`src/hw/rtl/qph_queue.sv`:
```
// Short queue between the hashing front end and the probing back end.
module qph_queue #(
    parameter int WIDTH = 8,
    parameter int DEPTH = 2,
    localparam int AW = $clog2(DEPTH)
) (
    input  logic             aclk,
    input  logic             aresetn,
    input  logic             push,
    input  logic [WIDTH-1:0] push_data,
    output logic             full,
    input  logic             pop,
    output logic [WIDTH-1:0] pop_data,
    output logic             not_empty
);

    logic [WIDTH-1:0] slot_reg [DEPTH];
    logic [AW-1:0]    wr_ptr_reg, rd_ptr_reg;
    logic [AW:0]      count_reg;

    assign full      = count_reg == (AW+1)'(DEPTH);
    assign not_empty = count_reg != '0;
    assign pop_data  = slot_reg[rd_ptr_reg];

    // Pointers wrap naturally since the depth is a power of two.
    always_ff @(posedge aclk) begin
        if (!aresetn) begin
            wr_ptr_reg <= '0;
            rd_ptr_reg <= '0;
            count_reg  <= '0;
        end else begin
            if (push) begin
                wr_ptr_reg <= wr_ptr_reg + 1'b1;
            end
            if (pop) begin
                rd_ptr_reg <= rd_ptr_reg + 1'b1;
            end
            if (push && !pop) begin
                count_reg <= count_reg + 1'b1;
            end else if (pop && !push) begin
                count_reg <= count_reg - 1'b1;
            end
        end
        if (push) begin
            slot_reg[wr_ptr_reg] <= push_data;
        end
    end

endmodule

```
`config.mk`:
```
export PLATFORM = sky130hd
export DESIGN_NAME = qph_queue
export DESIGN_NICKNAME = d
export VERILOG_FILES = /design/src/hw/rtl/qph_queue.sv
export SDC_FILE = /design/constraint.sdc
export NUM_CORES = 1
export LEC_CHECK = 0
export ABC_AREA = 0
export CAP_MARGIN = 20
export CORE_MARGIN = 1
export CORE_UTILIZATION = 31
export CTS_CLUSTER_SIZE = 28
export DETAILED_ROUTE_END_ITERATION = 10
export DONT_BUFFER_PORTS = 1
export HOLD_SLACK_MARGIN = 0.1
export PLACE_DENSITY_LB_ADDON = 0.1
export SLEW_MARGIN = 0
export SYNTH_ARGS = -nofsm -noshare
export SYNTH_HDL_FRONTEND = slang
export SYNTH_SLANG_ARGS = --single-unit
```
`constraint.sdc`:
```
create_clock -name aclk -period 1.3 [get_ports aclk]
set_input_delay 0.195 -clock aclk [delete_from_list [all_inputs] [get_ports aclk]]
set_output_delay 0.195 -clock aclk [all_outputs]
set_load 0.05 [all_outputs]
```
==> impl_metrics.ini <==
[power_and_ir_drop]
p_comb_share_pct = 22.9
power.density_mw_per_mm2 = 1370
p_leak_nw = 0.391
p_switching_mw = 0.414
irDropWorstVdd_uv = 773
power.share.clock_pct = 21.7
p_int_mw = 1.01
pwr-share-seq_pct = 55.4
p_sw_share_pct = 29.1

[detailed_routing]
drc = 0
drt_iter0_drc = 2
ant_nets = 0
post_drt_wl_per_cell_um = 13.5
vias_per_cell = 4.51
vias = 424
drt_pass1_iterations = 5
wl_um = 1270

[yosys]
synth.largest_area_cell = edfxtp_1
synth.area.top_cells = edfxtp_1 (60%), dfxtp_1 (13%), mux2_2 (11%)
yosysMostFrequentCell = edfxtp_1
synth_area_per_cell_um2 = 17.0
synth_edf_count = 16
synth_commonest_cells = edfxtp_1 (16), mux2_2 (8), dfxtp_1 (5), and2_1 (4)
synth-xor-area-share_pct = 3.30
ys_warn_count = 0
yosysSeqAreaShare_pct = 72.8
ys_types = 16
syn_area_um2 = 797
muxShareOfSynthArea_pct = 11.3
synthFlopType = edfxtp_1
synth_compound_area_share_pct = 2.51
synthAdderAreaFrac_pct = 1.57
synth-simple-area-share_pct = 7.38
syn_nets = 60
synthCells = 47
async_reset_ff_share_pct = 0
synth_top_cell_area_share_pct = 60.3
synth_top_family_by_area = multiplexers
ys_ff_latch = 21

[critical_path]
arrival_ns = 1.18
cp_max_fo = 8
path_delay_family = multiplexers
critical_path_class = flop to output port
crit_required_ns = 1.11
cp.buffers_inverters = 1
end_kind = output port
crit_path_start_kind = flop
crit_chain = buf_12 -> mux2_4
critPathMaxStageDelay_ns = 0.39
crit_slowest_cell = mux2_4

[sta]
hold_viol_final = 0
maxSlewViolCount = 0
rsz0062_at_grt = yes
max_freq_ghz = 0.727
tns_ns = -0.587
whs_ns = 0.281
finalClockSkew_ns = 0.0115
min_period_ns = 1.38
finalCritPeriodShare_pct = 106
finalSetupViolations = 8
worst-slew-pin-transition_ns = 0.379
timing.final.ws_setup_ns = -0.0763
maxSlewHeadroom_pct = 74.8

[final_layout]
stdcell_area_mm2 = 0.00104
area_growth_pct = 30.3
multi_input_comb_area_um2 = 240
area.sequential_um2 = 582
fill_cells = 240
drive_above_1_share_pct = 28.1
largest_register_ffs = 16
stdcell_count = 94
fin_nets = 78
antenna_cells = 0

[clock_tree]
cts_tree = yes
clk_pin_slew_worst_paths_ns = 0.12
postCtsSetupBuffers = 0
h-tree-depth = 1
root_buffer = clkbuf_4
clock_path_buffers = 2
insertion_delay_ns = 0.30
numCtsBuffers = 3
cts_num_sinks = 21

[place]
place.gp.congestion = 0.709
pre_cts_slack_ns = 0.173
place_area_um2 = 865
place_inst = 79
port_buffers = 0
hpwl_um = 944

[grt]
met2_usage_pct = 17.5
met3_usage_pct = 2.90
grt_usage_pct = 9.77
gr-total-overflow = 0
grt_first_pass_wirelength_um = 1810
top_usage_layer = met2
grt_max_degree = 14
antenna_found_initial = 0
grtUsageMet1_pct = 10.0
grt_pass1_vias = 423

[floorplanning]
fp.dieW_um = 52.7
pin_count = 22
die_y_um = 52.7
rows = 18
start_util_pct = 32.5
core-area_mm2 = 0.00245
die_area_mm2 = 0.00278

[outcome]
status = finished with violations
failed_checks = setup timing

[hold_path]
min_path_type = input port to flop

[flow_run]
maxCapViolations = 0
layout make-up:
class | instances | share of cell area, %
well taps | 30 | 3.61
clock inverters | 1 | 0.723
repair buffers | 14 | 14.0
multi-input cells | 24 | 23.1
flip-flops and latches | 21 | 56.0
inverters | 1 | 0.361
clock buffers | 3 | 2.17
metal layers:
layer | part of all wire, % | up-vias
met5 | 0 | -
met4 | 0 | 0
met3 | 6.5 | 0
met2 | 54 | 14
met1 | 39 | 203
li1 | - | 207
cell usage in the layout, fill, tap and decap left out, types with 2 or more instances in the layout:
cell	n
nor2b_1	2
mux2_4	8
and2_1	4
dlygate4sd3_1	11
clkbuf_4	3
buf_4	2
dfxtp_1	4
edfxtp_1	16
xor2_1	2
power groups by stage:
stage,clock network [mW],registers [mW],logic [mW]
2_1_floorplan,0,0.796,0.233
3_3_place_gp,0,0.800,0.264
3_5_place_dp,0,0.803,0.271
4_1_cts,0.325,0.789,0.322
5_1_grt,0.363,0.793,0.341
6_report,0.310,0.790,0.326
timing repair:
action                                  4_1_cts  5_1_grt
gates resized for setup                       9        1
cloned                                        0        0
hold buffers                                 10        1
endpoints found under the setup margin        8        9
hold endpoints to repair                     21        1
through the flow:
stage / power (mW) / util [%]
6_report: 1.43 / 42.3
2_1_floorplan: 1.03 / -
5_1_grt: 1.50 / 42.3
3_3_place_gp: 1.06 / 35.2
3_5_place_dp: 1.07 / 35.2
4_1_cts: 1.44 / 41.8
kinds of logic after synthesis:
logic type,Yosys count
and+or+nand+nor,9
adders and majority gates,1
AOI/OAI and AO/OA,3
DFF,21
buffers and inverters,2
xor gates and xnor gates,3
muxes,8
path summary, 6_finish.rpt:
check	from	end	slack, ns	depth (start not counted)
setup reg to reg	wr_ptr_reg	slot_reg[1][3]	0.21	1
setup / recovery	flop	pop_data[6]	-0.08	2
hold / removal	push	count_reg[1]	0.28	3
hold reg to reg	count_reg[1]	count_reg[1]	0.53	2
Note: power is estimated with default switching activity, not from simulation.
