**config.mk**
```make
export PLATFORM = sky130hd
export DESIGN_NAME = qph_front
export DESIGN_NICKNAME = d
export VERILOG_FILES = /design/src/hw/rtl/qph_pkg.sv /design/src/hw/rtl/qph_front.sv
export SDC_FILE = /design/constraint.sdc
export NUM_CORES = 1
export LEC_CHECK = 0
export ABC_CLOCK_PERIOD_IN_PS = 11100
export BUFFER_PORTS_ARGS = -buffer_cell sky130_fd_sc_hd__buf_2
export CAP_MARGIN = 5
export CORE_ASPECT_RATIO = 1.4
export CORE_MARGIN = 3
export CORE_UTILIZATION = 48
export DETAILED_ROUTE_END_ITERATION = 8
export PLACE_DENSITY = 0.75
export SETUP_SLACK_MARGIN = 0.1
export SYNTH_ARGS = -nofsm -noshare
export SYNTH_HDL_FRONTEND = slang
export SYNTH_SLANG_ARGS = --single-unit
```
**constraint.sdc**
```tcl
create_clock -name aclk -period 11.1 [get_ports aclk]
set_clock_uncertainty 0.2 [all_clocks]
set_input_delay 3.33 -clock aclk [delete_from_list [all_inputs] [get_ports aclk]]
set_output_delay 3.33 -clock aclk [all_outputs]
set_load 0.03 [all_outputs]
```
**src/hw/rtl/qph_pkg.sv**
```systemverilog
// Shared types and codes of the quadratic probe hash table.
package qph_pkg;

    // Command codes.
    localparam logic [1:0] CMD_CREATE = 2'd0;
    localparam logic [1:0] CMD_ADD    = 2'd1;
    localparam logic [1:0] CMD_LOOKUP = 2'd2;
    localparam logic [1:0] CMD_DELETE = 2'd3;

    // Slot tags.
    localparam logic [1:0] TAG_EMPTY   = 2'd0;
    localparam logic [1:0] TAG_LIVE    = 2'd1;
    localparam logic [1:0] TAG_DELETED = 2'd2;

    // Result status codes.
    localparam logic [1:0] ST_DONE      = 2'd0;
    localparam logic [1:0] ST_NOT_FOUND = 2'd1;
    localparam logic [1:0] ST_NO_SLOT   = 2'd2;

    localparam int ACCOUNT_W   = 10;
    localparam int HEAD_W      = 48;
    localparam int TAIL_W      = 40;
    localparam int KEY_TERMS   = 21;
    localparam int QUEUE_DEPTH = 2;

    typedef struct packed {
        logic [1:0]         command;
        logic [19:0]        key_letters;
        logic [27:0]        key_digits_first;
        logic [39:0]        key_digits_second;
        logic signed [31:0] amount;
    } in_t;

    typedef struct packed {
        logic                 found;
        logic signed [31:0]   balance;
        logic [1:0]           status;
        logic [ACCOUNT_W-1:0] account_count;
    } out_t;

    // One classified command as it travels from front to back.
    typedef struct packed {
        logic [1:0]         cmd;
        logic [HEAD_W-1:0]  head;
        logic [TAIL_W-1:0]  tail;
        logic signed [31:0] amount;
    } job_t;

endpackage

```
**src/hw/rtl/qph_front.sv**
```systemverilog
// Front end: accepts command words and computes the home slot of the key.
module qph_front import qph_pkg::*; #(
    parameter int TABLE_SIZE = 1019,
    localparam int IW = $clog2(TABLE_SIZE)
) (
    input  logic          aclk,
    input  logic          aresetn,
    input  logic          enable,
    input  logic          s_valid,
    output logic          s_ready,
    input  in_t           s_data,
    output logic          push,
    output job_t          push_job,
    output logic [IW-1:0] push_home,
    input  logic          full
);

    typedef logic [31:0][IW-1:0] pow_tab_t;
    typedef enum logic [1:0] {F_IDLE, F_SUM, F_PUSH} fstate_t;

    // Table of v^e mod TABLE_SIZE for every 5-bit character value.
    function automatic pow_tab_t make_tab(int e);
        pow_tab_t t;
        longint   z;
        longint   acc;
        for (int v = 0; v < 32; v++) begin
            z   = longint'(v) % TABLE_SIZE;
            acc = 1;
            for (int k = 0; k < e; k++) begin
                acc = (acc * z) % TABLE_SIZE;
            end
            t[v] = IW'(acc);
        end
        return t;
    endfunction

    fstate_t       state_reg, state_next;
    in_t           key_reg, key_next;
    logic [4:0]    pos_reg, pos_next;
    logic [IW-1:0] acc_reg, acc_next;
    logic [IW-1:0] term [KEY_TERMS];
    logic [IW:0]   sum;

    // One power lookup per key character; exponent 12 is skipped.
    for (genvar k = 0; k < KEY_TERMS; k++) begin : g_term
        localparam int       E   = (k < 11) ? k + 1 : k + 2;
        localparam pow_tab_t TAB = make_tab(E);
        logic [4:0] val;
        if (k < 4) begin : g_let
            assign val = key_reg.key_letters[5*k +: 5];
        end else if (k < 11) begin : g_df
            assign val = {1'b0, key_reg.key_digits_first[4*(k-4) +: 4]};
        end else begin : g_ds
            assign val = {1'b0, key_reg.key_digits_second[4*(k-11) +: 4]};
        end
        assign term[k] = TAB[val];
    end

    assign s_ready   = (state_reg == F_IDLE) && enable;
    assign push      = (state_reg == F_PUSH) && !full;
    assign push_home = acc_reg;
    assign push_job  = '{cmd: key_reg.command,
                         head: {key_reg.key_digits_first, key_reg.key_letters},
                         tail: key_reg.key_digits_second,
                         amount: key_reg.amount};

    // Add one term per cycle, reduced by a single conditional subtract.
    assign sum = {1'b0, acc_reg} + {1'b0, term[pos_reg]};

    always_comb begin
        state_next = state_reg;
        key_next   = key_reg;
        pos_next   = pos_reg;
        acc_next   = acc_reg;
        case (state_reg)
            F_IDLE: begin
                if (s_valid && s_ready) begin
                    key_next   = s_data;
                    pos_next   = '0;
                    acc_next   = '0;
                    state_next = F_SUM;
                end
            end
            F_SUM: begin
                acc_next = (sum >= (IW+1)'(TABLE_SIZE)) ? IW'(sum - (IW+1)'(TABLE_SIZE))
                                                        : IW'(sum);
                pos_next = pos_reg + 5'd1;
                if (pos_reg == 5'(KEY_TERMS - 1)) begin
                    state_next = F_PUSH;
                end
            end
            F_PUSH: begin
                if (push) begin
                    state_next = F_IDLE;
                end
            end
            default: state_next = F_IDLE;
        endcase
    end

    always_ff @(posedge aclk) begin
        if (!aresetn) begin
            state_reg <= F_IDLE;
        end else begin
            state_reg <= state_next;
        end
        key_reg <= key_next;
        pos_reg <= pos_next;
        acc_reg <= acc_next;
    end

endmodule

```
==> key figures <==
Synth
  – Area fraction of the dominant cell type after synthesis: a little under a quarter
  – Leading area contributor after synthesis: dfxtp_1
  – Asr flop ratio synth: 0%
  – Mapped Area: 17,800 µm²
  – Synthesized flop and latch total: 343
  – Number of flops mapped to enable cells by yosys: ~140
  – Unique masters post-synth: 70
  – Sequential share of the synthesized area: between 40% and 50%
  – Cells after synthesis: 1,670
  – Synthesized area per cell: 10.6 µm²
  – Net Count, Synth: roughly 1,900
  – Top cells by area, synth: dfxtp_1 23%, edfxtp_1 23%, ha_1 9.4%
  – Most used DFF post-synth: dfxtp_1
  – Synthesis Warnings: 0

Clock network
  – Clk buf depth: 3
  – CTS Root Cell: clkbuf_16
  – Clock slew at reported path FFs: ~60 ps
  – # clock sinks: approximately 340
  – H-tree depth: 2
  – Cts repair resizes: 0
  – Setup Buffers After CTS: 0
  – CTS Buf Count: 35
  – Worst-Skew Late Latency: around 530 ps
  – Post-CTS Hold Buffers: 0
  – CTS tree: yes

Floorplanning
  – Chip height: ~230 µm
  – Site Rows: 82
  – Core ar.: 36,200 µm²
  – Initial Util: 49.1%
  – DIE AREA: 39,400 µm²
  – # IOs: around 260
  – DIE WIDTH: roughly 170 µm

Layout
  – Register area: roughly 8200 µm²
  – Area of the multi-input gates: about 9000 µm²
  – Share of layout cells above drive strength 1: 23.1%
  – Max FFs per register: around 200
  – Layout filler cell count: roughly 3,000
  – Non-Filler Instances: approximately 2,400
  – Layout area overhead: 16.1%
  – Final #Nets: around 2,200
  – Diodes inserted: 0

Drt
  – Starting DRC count in detailed routing: approximately 780
  – Via/cell ratio: between 5 and 6
  – DR pass1 iterations: 7
  – Per-cell routed wire length: about 18 µm
  – WL final: around 43,000 µm
  – DRT antenna net count: 0
  – DRC viols: 0
  – Via count: about 14,000

Worst hold path
  – Worst min path class: reg -> reg

Pwr
  – P_leak: around 8.4 nW
  – Power Density: ~170 nW/µm²
  – VDD IR-drop max: around 0.13 mV

Outcome
  – Outcome: completed

Critical path
  – Data required time of the critical path: 7570 ps
  – CP startpoint: full
  – Startpoint types: primary input
  – CP arrival: between 3000 and 4000 ps
  – FF-to-FF End: push_home[5]
  – Reg-to-Reg Start: pos_reg[1]
  – Worst reg-to-reg path cell count: 14
  – Crit Path Max Fanout: 2
  – Critical path endpoint category: primary output
  – Crit path capture: push
  – Crit Path Class: in -> out
  – R2R Setup Slk: around 5500 ps

Global routing
  – Global-route wire length before repair: a little under 70,000 µm
  – Gr usage total: roughly a fifth
  – Total congestion overflow: 0
  – Vias in the first global route: 13,140
  – Largest net degree at the start of global routing: about 140
  – Initial antenna violation count: 0

Run
  – MaxCap Viol Count: 0

Place
  – Placed wire-length estimate: ~32,000 µm
  – PortBufs: between 200 and 300
  – Placed cells: ~2,300
  – Pre-CTS setup slack: about 3700 ps
  – Gpl congestion: between 0.9 and 1

Timing
  – Setup ws final: 3720 ps
  – Final hold slack: ~310 ps
  – Period Utilization, post-route: 66.5%
  – Slew Viols, Final: 0
  – Fmax: 135 MHz
  – Setup tns final: 0 ps
  – Worst Tran Pin Value: ~1200 ps
  – Period minus WS final: roughly 7400 ps
  – Fin. Hold Viols: 0
  – RSZ-0062 raised after global routing: false
  – Final setup violation count: 0
  – Slew HR: between 20% and 30%
-- worst min path at each step --
stage / slack (ps) / end / from / cells after the start
3_3_place_gp: 280 / term[202] / push_job[74] / 1
3_5_place_dp: 300 / term[200] / push_job[72] / 1
2_1_floorplan: 420 / pos_reg[4] / pos_reg[4] / 2
4_1_cts: 310 / term[200] / push_job[72] / 1
5_1_grt: 340 / term[200] / push_job[72] / 1
6_report: 310 / term[200] / push_job[72] / 1
-- synthesized netlist by cell type, types with 17 or more instances --
cell,n
mux2_2,44
mux2i_1,83
mux4_2,61
edfxtp_1,137
a21oi_1,109
o22ai_1,32
nor3_1,23
inv_1,65
nand2_1,152
o21ai_0,146
dfxtp_1,206
nor2_1,139
a211oi_1,32
o211ai_1,18
ha_1,133
nand3_1,32
a31oi_1,17
clkbuf_1,51
-- layout make-up --
cell class | instances | area share (%)
repair buffers | 271 | 6.77
clock buffers | 44 | 4.97
clock inverters | 18 | 0.697
flip-flops and latches | 343 | 39.9
multi-input cells | 1186 | 43.6
well taps | 462 | 2.80
inverters | 66 | 1.20
-- power breakdown --
group | internal, mW | total (mW) | switching, mW | leakage, nW
logic | 0.312 | 0.791 | 0.479 | 4.85
clock network | 0.686 | 1.19 | 0.503 | 0.585
registers | 1.45 | 1.50 | 0.0566 | 3.02
total | 2.44 | 3.48 | 1.04 | 8.45
-- worst max-delay path, cell delays in order --
cell	delay [ps]
buf_2	110
nor3b_1	180
buf_2	230
-- cell usage in the layout, fill, tap and decap left out, types with 32 or more instances in the layout --
cell type	count
ha_1	133
a211oi_1	32
nand2_1	152
dfxtp_1	206
mux2i_1	83
mux4_2	61
clkbuf_16	39
inv_1	65
o21ai_0	146
mux2_2	44
o22ai_1	32
a21oi_1	109
buf_2	260
edfxtp_1	137
nor2_1	139
nand3_1	32
-- logic make-up (layout without fill, tap and decap cells) --
logic type / after synthesis / count (layout) / synth area share [%]
AOI/OAI and AO/OA: 440 / 440 / 15.0
DFF: 343 / 343 / 46.3
xor gates and xnor gates: 19 / 19 / 0.936
adders and majority gates: 134 / 134 / 9.47
muxes: 189 / 189 / 15.3
and+or+nand+nor: 404 / 404 / 9.90
buffers and inverters: 141 / 399 / 3.08
-- metal layers --
layer,wire length [µm],track usage (%),vias up
li1,-,-,6642
met1,17300,25.3,6523
met2,22700,38.8,420
met3,1910,2.56,100
met4,1450,7.62,0
met5,0,0,-
-- per-stage QoR --
| stage | cell area, µm² | power, mW | utilization (%) |
|---|---|---|---|
| finish | 20600 | 3.48 | 57.0 |
| global route | 20600 | 3.64 | 57.0 |
| CTS | 20600 | 3.51 | 57.0 |
| detailed placement | 19500 | 2.31 | 53.7 |
| global placement | 19500 | 2.29 | 53.7 |
| floorplan | 17800 | 2.09 | - |
Power figures use the tool's default switching activity.
